--- src/cdq_pkg.sv ---
// cdq_pkg: sizes, codes, state type and word helpers for the circular deque
// depends on nothing; every other file of the block uses it
`timescale 1ns / 1ps
`default_nettype none

package cdq_pkg;

	// store geometry
	localparam int CAPACITY  = 16;
	localparam int WORD_BITS = 32;

	// derived widths
	localparam int PTR_W  = (CAPACITY > 1) ? $clog2(CAPACITY) : 1;
	localparam int CNT_W  = $clog2(CAPACITY + 1);
	localparam int IDX_W  = 16;
	localparam int OP_W   = 3;
	localparam int ST_W   = 2;
	localparam int DATA_W = 32;
	localparam int BITC_W = $clog2(IDX_W + 1);
	localparam int WIDE_W = WORD_BITS + DATA_W;

	typedef logic [PTR_W-1:0]     ptr_t;
	typedef logic [CNT_W-1:0]     cnt_t;
	typedef logic [WORD_BITS-1:0] word_t;

	// operation codes
	typedef enum logic [OP_W-1:0] {
		OP_PUSH_FRONT = 3'd0,
		OP_PUSH_BACK  = 3'd1,
		OP_POP_FRONT  = 3'd2,
		OP_READ       = 3'd3,
		OP_CLEAR      = 3'd4
	} op_t;

	// result status codes
	typedef enum logic [ST_W-1:0] {
		STS_OK    = 2'd0,
		STS_EMPTY = 2'd1,
		STS_FULL  = 2'd2
	} status_t;

	// sequencer states
	typedef enum logic [1:0] {
		ST_IDLE,
		ST_DIV,
		ST_ADDR,
		ST_DATA
	} state_t;

	// ring slot at base plus offset, both below capacity
	function automatic ptr_t slot_add(ptr_t base, ptr_t off);
		logic [PTR_W:0] s;
		s = {1'b0, base} + {1'b0, off};
		if (s >= (PTR_W+1)'(CAPACITY)) begin
			s = s - (PTR_W+1)'(CAPACITY);
		end
		return s[PTR_W-1:0];
	endfunction

	// ring slot just before base
	function automatic ptr_t slot_dec(ptr_t base);
		ptr_t r;
		if (base == '0) begin
			r = PTR_W'(CAPACITY - 1);
		end else begin
			r = base - ptr_t'(1);
		end
		return r;
	endfunction

	// sign-extended input word cut to the stored width
	function automatic word_t to_word(logic signed [DATA_W-1:0] v);
		logic signed [WIDE_W-1:0] w;
		w = WIDE_W'(v);
		return w[WORD_BITS-1:0];
	endfunction

	// stored word sign-extended, low bits returned
	function automatic logic [DATA_W-1:0] from_word(word_t w);
		logic signed [WIDE_W-1:0] x;
		x = WIDE_W'(signed'(w));
		return x[DATA_W-1:0];
	endfunction

endpackage

`default_nettype wire

--- src/cdq_ifs.sv ---
// cdq_req_if and cdq_rsp_if: valid/ready channels of the circular deque
// depends on cdq_pkg for field widths
`timescale 1ns / 1ps
`default_nettype none

interface cdq_req_if;
	logic                                valid;
	logic                                ready;
	logic [cdq_pkg::OP_W-1:0]            op;
	logic signed [cdq_pkg::DATA_W-1:0]   value;
	logic [cdq_pkg::IDX_W-1:0]           index;

	modport source (output valid, output op, output value, output index, input ready);
	modport sink   (input valid, input op, input value, input index, output ready);
endinterface

interface cdq_rsp_if;
	logic                                valid;
	logic                                ready;
	logic [cdq_pkg::ST_W-1:0]            status;
	logic signed [cdq_pkg::DATA_W-1:0]   read_value;

	modport source (output valid, output status, output read_value, input ready);
	modport sink   (input valid, input status, input read_value, output ready);
endinterface

`default_nettype wire

--- src/cdq_mod_unit.sv ---
// cdq_mod_unit: bit-serial restoring remainder of the read index by the count
// depends on cdq_pkg; one dividend bit per cycle
`timescale 1ns / 1ps
`default_nettype none

module cdq_mod_unit (
	input  wire logic                      clk,
	input  wire logic                      arst_n,
	input  wire logic                      start,
	input  wire logic [cdq_pkg::IDX_W-1:0] dividend,
	input  wire logic [cdq_pkg::CNT_W-1:0] divisor,
	output logic                           done,
	output logic [cdq_pkg::PTR_W-1:0]      remainder
);
	import cdq_pkg::*;

	logic                busy_q;
	logic [BITC_W-1:0]   bits_q;
	logic [IDX_W-1:0]    dvd_q;
	cnt_t                dvs_q;
	cnt_t                rem_q;
	logic [CNT_W:0]      trial;
	logic [CNT_W:0]      diff;
	cnt_t                rem_next;

	// one restoring step: shift in next dividend bit, subtract if it fits
	always_comb begin
		trial = {rem_q, dvd_q[IDX_W-1]};
		diff  = trial - {1'b0, dvs_q};
		if (trial >= {1'b0, dvs_q}) begin
			rem_next = diff[CNT_W-1:0];
		end else begin
			rem_next = trial[CNT_W-1:0];
		end
	end

	assign done      = busy_q && (bits_q == BITC_W'(1));
	assign remainder = rem_q[PTR_W-1:0];

	// control
	always_ff @(posedge clk or negedge arst_n) begin
		if (!arst_n) begin
			busy_q <= 1'b0;
			bits_q <= '0;
		end else if (start) begin
			busy_q <= 1'b1;
			bits_q <= BITC_W'(IDX_W);
		end else if (busy_q) begin
			bits_q <= bits_q - BITC_W'(1);
			if (bits_q == BITC_W'(1)) begin
				busy_q <= 1'b0;
			end
		end
	end

	// datapath
	always_ff @(posedge clk) begin
		if (start) begin
			dvd_q <= dividend;
			dvs_q <= divisor;
			rem_q <= '0;
		end else if (busy_q) begin
			dvd_q <= {dvd_q[IDX_W-2:0], 1'b0};
			rem_q <= rem_next;
		end
	end

endmodule

`default_nettype wire

--- src/circular_deque_with_indexed_read_top.sv ---
// Circular deque of signed words with indexed read. Each request beat carries one
// operation (push front, push back, pop front, read at index, clear) and yields
// exactly one response beat with a status and a read value. Push, pop, clear and
// reads of an empty list finish in the cycle they are accepted. A read of a
// non-empty list passes through the bit-serial remainder of the 16-bit index by the
// entry count in the modulo unit, then addresses the ring memory, then loads its
// registered read data into the output register, waiting while that register is
// not free. The sequencer takes no new request until it has loaded that response
// and is back in idle. The request side accepts only in idle, and there also while
// a finished response waits in the output register, as long as that register is
// being drained or empty. A push into a full list is dropped with status full.
// Depends on cdq_pkg, cdq_ifs and cdq_mod_unit.
`timescale 1ns / 1ps
`default_nettype none

module circular_deque_with_indexed_read_top (
	input  wire logic clk,
	input  wire logic arst_n,
	cdq_req_if.sink   req,
	cdq_rsp_if.source rsp
);
	import cdq_pkg::*;

	state_t state_q, state_d;

	ptr_t  front_q;
	cnt_t  count_q;

	// ring memory
	word_t ring_mem [CAPACITY];
	word_t rd_data_q;
	logic  mem_we;
	ptr_t  mem_waddr;
	word_t mem_wdata;
	logic  mem_re;
	ptr_t  mem_raddr;

	// output register
	logic                     out_valid_q;
	logic [ST_W-1:0]          out_status_q;
	logic [DATA_W-1:0]        out_value_q;
	logic                     out_free;
	logic                     out_load;
	status_t                  load_status;
	logic [DATA_W-1:0]        load_value;

	logic  accept;
	logic  div_start;
	logic  div_done;
	ptr_t  div_rem;
	ptr_t  front_d;
	cnt_t  count_d;
	logic  is_full;
	logic  is_empty;

	assign out_free = !out_valid_q || rsp.ready;
	assign accept   = req.valid && req.ready;
	assign is_full  = (count_q >= CNT_W'(CAPACITY));
	assign is_empty = (count_q == '0);

	// modulo unit for the read index
	cdq_mod_unit u_mod (
		.clk       (clk),
		.arst_n    (arst_n),
		.start     (div_start),
		.dividend  (req.index),
		.divisor   (count_q),
		.done      (div_done),
		.remainder (div_rem)
	);

	// sequencer next state and outputs
	always_comb begin
		state_d     = state_q;
		req.ready   = 1'b0;
		front_d     = front_q;
		count_d     = count_q;
		mem_we      = 1'b0;
		mem_waddr   = front_q;
		mem_wdata   = to_word(req.value);
		mem_re      = 1'b0;
		mem_raddr   = slot_add(front_q, div_rem);
		div_start   = 1'b0;
		out_load    = 1'b0;
		load_status = STS_OK;
		load_value  = '0;
		case (state_q)
			ST_IDLE: begin
				req.ready = out_free;
				if (req.valid && out_free) begin
					case (req.op)
						OP_PUSH_FRONT, OP_PUSH_BACK: begin
							out_load = 1'b1;
							if (is_full) begin
								load_status = STS_FULL;
							end else begin
								mem_we  = 1'b1;
								count_d = count_q + CNT_W'(1);
								if (req.op == OP_PUSH_FRONT) begin
									front_d   = slot_dec(front_q);
									mem_waddr = slot_dec(front_q);
								end else begin
									mem_waddr = slot_add(front_q, count_q[PTR_W-1:0]);
								end
							end
						end
						OP_POP_FRONT: begin
							out_load = 1'b1;
							if (is_empty) begin
								load_status = STS_EMPTY;
							end else begin
								front_d = slot_add(front_q, ptr_t'(1));
								count_d = count_q - CNT_W'(1);
							end
						end
						OP_READ: begin
							if (is_empty) begin
								out_load    = 1'b1;
								load_status = STS_EMPTY;
							end else begin
								div_start = 1'b1;
								state_d   = ST_DIV;
							end
						end
						OP_CLEAR: begin
							out_load = 1'b1;
							front_d  = '0;
							count_d  = '0;
						end
						default: begin
							out_load = 1'b1;
						end
					endcase
				end
			end
			ST_DIV: begin
				if (div_done) begin
					state_d = ST_ADDR;
				end
			end
			ST_ADDR: begin
				mem_re  = 1'b1;
				state_d = ST_DATA;
			end
			ST_DATA: begin
				if (out_free) begin
					out_load   = 1'b1;
					load_value = from_word(rd_data_q);
					state_d    = ST_IDLE;
				end
			end
			default: begin
				state_d = ST_IDLE;
			end
		endcase
	end

	// state, pointers and output valid
	always_ff @(posedge clk or negedge arst_n) begin
		if (!arst_n) begin
			state_q     <= ST_IDLE;
			front_q     <= '0;
			count_q     <= '0;
			out_valid_q <= 1'b0;
		end else begin
			state_q <= state_d;
			if (accept) begin
				front_q <= front_d;
				count_q <= count_d;
			end
			if (out_load) begin
				out_valid_q <= 1'b1;
			end else if (rsp.ready) begin
				out_valid_q <= 1'b0;
			end
		end
	end

	// response payload
	always_ff @(posedge clk) begin
		if (out_load) begin
			out_status_q <= load_status;
			out_value_q  <= load_value;
		end
	end

	// ring memory write and registered read
	always_ff @(posedge clk) begin
		if (mem_we) begin
			ring_mem[mem_waddr] <= mem_wdata;
		end
		if (mem_re) begin
			rd_data_q <= ring_mem[mem_raddr];
		end
	end

	assign rsp.valid      = out_valid_q;
	assign rsp.status     = out_status_q;
	assign rsp.read_value = out_value_q;

endmodule

`default_nettype wire

--- src/flat_wrapper.sv ---
// flat-port wrapper written by rule: the top's interface ports become plain ports
module circular_deque_with_indexed_read_top_flat import cdq_pkg::*;
  (clk, arst_n, req_valid, req_op, req_value, req_index, req_ready, rsp_valid, rsp_status, rsp_read_value, rsp_ready);
  cdq_req_if req_i ();
  cdq_rsp_if rsp_i ();
  input  wire logic clk;
  input  wire logic arst_n;
  input wire logic [$bits(req_i.valid)-1:0] req_valid;
  input wire logic [$bits(req_i.op)-1:0] req_op;
  input wire logic [$bits(req_i.value)-1:0] req_value;
  input wire logic [$bits(req_i.index)-1:0] req_index;
  output wire logic [$bits(req_i.ready)-1:0] req_ready;
  output wire logic [$bits(rsp_i.valid)-1:0] rsp_valid;
  output wire logic [$bits(rsp_i.status)-1:0] rsp_status;
  output wire logic [$bits(rsp_i.read_value)-1:0] rsp_read_value;
  input wire logic [$bits(rsp_i.ready)-1:0] rsp_ready;
  assign req_i.valid = req_valid;
  assign req_i.op = req_op;
  assign req_i.value = req_value;
  assign req_i.index = req_index;
  assign req_ready = req_i.ready;
  assign rsp_valid = rsp_i.valid;
  assign rsp_status = rsp_i.status;
  assign rsp_read_value = rsp_i.read_value;
  assign rsp_i.ready = rsp_ready;
  circular_deque_with_indexed_read_top u_core (.clk(clk), .arst_n(arst_n), .req(req_i), .rsp(rsp_i));
endmodule
--- config.mk ---
export PLATFORM = sky130hd
export DESIGN_NAME = circular_deque_with_indexed_read_top_flat
export DESIGN_NICKNAME = d
export VERILOG_FILES = /design/src/cdq_pkg.sv /design/src/cdq_ifs.sv /design/src/cdq_mod_unit.sv /design/src/circular_deque_with_indexed_read_top.sv /design/src/flat_wrapper.sv
export SDC_FILE = /design/constraint.sdc
export NUM_CORES = 1
export LEC_CHECK = 0
export BUFFER_PORTS_ARGS = -buffer_cell sky130_fd_sc_hd__buf_4
export CAP_MARGIN = 20
export CORE_ASPECT_RATIO = 1.25
export CORE_MARGIN = 2
export CORE_UTILIZATION = 65
export DETAILED_ROUTE_END_ITERATION = 8
export PLACE_DENSITY = 0.82
export SLEW_MARGIN = 20
export SYNTH_ARGS = -nofsm -noshare
export SYNTH_HDL_FRONTEND = slang
export SYNTH_SLANG_ARGS = --single-unit
--- constraint.sdc ---
create_clock -name clk -period 6.96 [get_ports clk]
set_input_delay 1.044 -clock clk [delete_from_list [all_inputs] [get_ports clk]]
set_output_delay 1.044 -clock clk [all_outputs]
set_load 0.01 [all_outputs]
==> impl_metrics.ini <==
[placement]
globalplace.congestion = 0.804
io_buffers = 90
pre_cts_ws_ns = 2.30
hpwlAfterDp_um = 26900

[routing]
wirelength_met1_um = 19700
wl_met2_um = 27600
ant_nets = 0
wl_per_cell_um = 28.4
top_layer_used = met4
drt_iter0_drc = 1403
drc = 0
vias_per_cell = 6.73
num_vias = 12700
met3_wirelength_um = 4080
routed_wl_um = 53500
drtPass1Iterations = 5

[timing]
hold_ws_ns = 0.330
slew_headroom = 0.301
setup_viol = 0
min_period_ns = 4.26
finalWorstSetupSlack_ns = 2.70
worstMarginPinSlew_ns = 1.04
slew_viol_final = 0
rsz0062_at_grt = no
hold_violations = 0
fin_tns_setup_ns = 0
fmax_mhz = 235
min_period_over_period = 0.612
skew_ns = 0.0203

[flow_run]
drv_cap = 0

[clock_tree]
htree_num_levels = 2
cts_hold_buf = 0
post-cts-setup-buffer-count = 0
clk_path_buf_depth = 3
ctsResizeCount = 0
cts.sinks = 622
cts_tree = yes
cts_made_buffers = 55
cts_root_buf = clkbuf_16
clk_pin_slew_ns = 0.06
clk_latency_ns = 0.59

[pwr]
swShare = 0.357
power_switching_uw = 5020
ir_drop_mv = 0.505
p_int_uw = 9040
comb_power_share = 0.446
p_leak_uw = 0.00912
powerDensity_nw_per_um2 = 510
p_clk_frac = 0.205
power_frac_seq = 0.350

[die]
die_area_um2 = 39200
std_cell_rows = 79
core_um2 = 37200
die_x_um = 178
die_h_um = 221
start_util = 0.658
pin_count = 91

[setup_path]
end_kind = register
required_ns = 7.18
cp.arrival_ns = 4.48
cpMostUsedCell = buf_4
critPathKind = input port to register
path_cells = buf_4 > nand2b_1 > buf_4 > nand3_1 > nor4_1 > nand2_1 > nor3_2 > buf_4
rr_worst_depth = 8
critPathSlowestCell = nor3_2
critPathBufInv = 3
path_max_fanout = 37
critPathLaunchType = input port
cp_top_family = simple AND/OR/NAND/NOR gates
cp.depth = 8
worst_path_largest_cell_delay_ns = 0.90

[layout]
nNetsFinal = 1432
post_route_cells_drive_above_1_share = 0.266
final_util = 0.742
area_growth_pct = 12.6

[global_route]
grt_max_degree = 93
grt-ovfl-total = 0
track_usage = 0.280
first_global_vias = 13200
grt_pass1_wl_um = 80400
antenna_found_initial = 1

[yosys]
synth_nets = 1320
synth_top_area_frac = 0.735
async_reset_ff_frac = 0.0289
synth_most_common_cell = edfxtp_1
netlist_area_um2 = 24500
synthFlopType = edfxtp_1
synth_cells = 1238
ys_top_cells_by_area = edfxtp_1 74%, mux4_2 12%, dfrtp_1 1.8%
yosysSeqAreaShare = 0.758
yosys_warnings = 0
synth_edf_count = 599
synth_largest_area_cell = edfxtp_1
ys_ff_latch = 622
synth_cell_types = 55
synth_commonest_cells = 599 x edfxtp_1, 128 x mux4_2, 81 x nand2_1
syn_area_per_cell_um2 = 19.8

[status]
status = finished clean

[worst_hold_path]
hp-class = input port to asynchronous set/reset pin
==> registers in the layout, summed over array words and instances, names as in the netlist, 5 cells and up <==
| name | flops |
|---|---|
| u_core.count_q | 5 |
| u_core.rd_data_q | 32 |
| u_core.ring_mem | 512 |
| u_core.rsp.read_value | 32 |
| u_core.u_mod.bits_q | 5 |
| u_core.u_mod.dvd_q | 16 |
| u_core.u_mod.dvs_q | 5 |
| u_core.u_mod.rem_q | 5 |
==> power by group through the flow <==
stage          Combinational (uW)  Clock, uW  Sequential [uW]
2_1_floorplan                4530          0             4950
3_3_place_gp                 5990          0             4960
3_5_place_dp                 6160          0             4980
4_1_cts                      6300       2900             4920
5_1_grt                      6760       3030             4950
6_report                     6270       2880             4920
==> cell families after synthesis <==
| kind of cell | share of synthesized area |
|---|---|
| muxes | 0.127 |
| adders and majority gates | 0.0150 |
| and+or+nand+nor | 0.0446 |
| buffers and inverters | 0.0152 |
| xor gates and xnor gates | 0.00608 |
| DFF | 0.758 |
| AOI/OAI and AO/OA | 0.0342 |
==> final cells by class <==
type,instances,area [um^2]
Timing Repair Buffer,118,911
Tap cell,486,608
Multi-Input combinational cell,532,5730
Clock inverter,33,231
Inverter,21,91.3
Sequential cell,622,18500
Fill cell,1998,9600
Antenna cell,1,2.50
Clock buffer,69,1460
==> through the flow <==
stage	instance area (um^2)	power, uW	std cells
finish	27600	14100	1882
global route	27600	14700	1882
CTS	27600	14100	1881
global placement	25900	11000	1779
floorplan	24500	9470	1238
detailed placement	25900	11100	1779
==> per-layer routing <==
| metal | up-vias | global-route usage |
|---|---|---|
| met2 | 728 | 0.468 |
| met1 | 6537 | 0.372 |
| li1 | 5258 | - |
| met5 | - | 0 |
| met4 | 0 | 0.120 |
| met3 | 140 | 0.0431 |
==> worst paths after layout <==
| check | end | start | slack, ns |
|---|---|---|---|
| min in group clk | u_core.u_mod.rem_q[4] | u_core.u_mod.rem_q[4] | 0.49 |
| hold / removal | u_core.u_mod.bits_q[0] | arst_n | 0.33 |
| setup / recovery | u_core.ring_mem[8][1] | rsp_ready | 2.70 |
| max in group asynchronous | u_core.state_q[1] | arst_n | 6.41 |
| hold reg to reg | u_core.u_mod.rem_q[4] | u_core.u_mod.rem_q[4] | 0.49 |
| setup reg to reg | u_core.rd_data_q[31] | u_core.front_q[0] | 2.87 |
==> cell usage in the layout (no fill, tap or decap), types with 13 or more instances in the layout <==
cell	Yosys	layout
edfxtp_1	599	599
mux4_2	128	128
buf_4	0	116
nand2_1	81	81
clkbuf_16	0	55
a31oi_1	35	35
and2_1	34	34
a211oi_1	34	34
and3_1	33	33
ha_1	23	21
inv_1	19	19
mux2_2	18	18
dfrtp_1	18	18
nor3_2	1	17
clkinv_1	0	17
a21oi_1	15	14
nor2_1	15	14
o21ai_0	13	13
No activity file was read; power rests on OpenSTA's default activity.
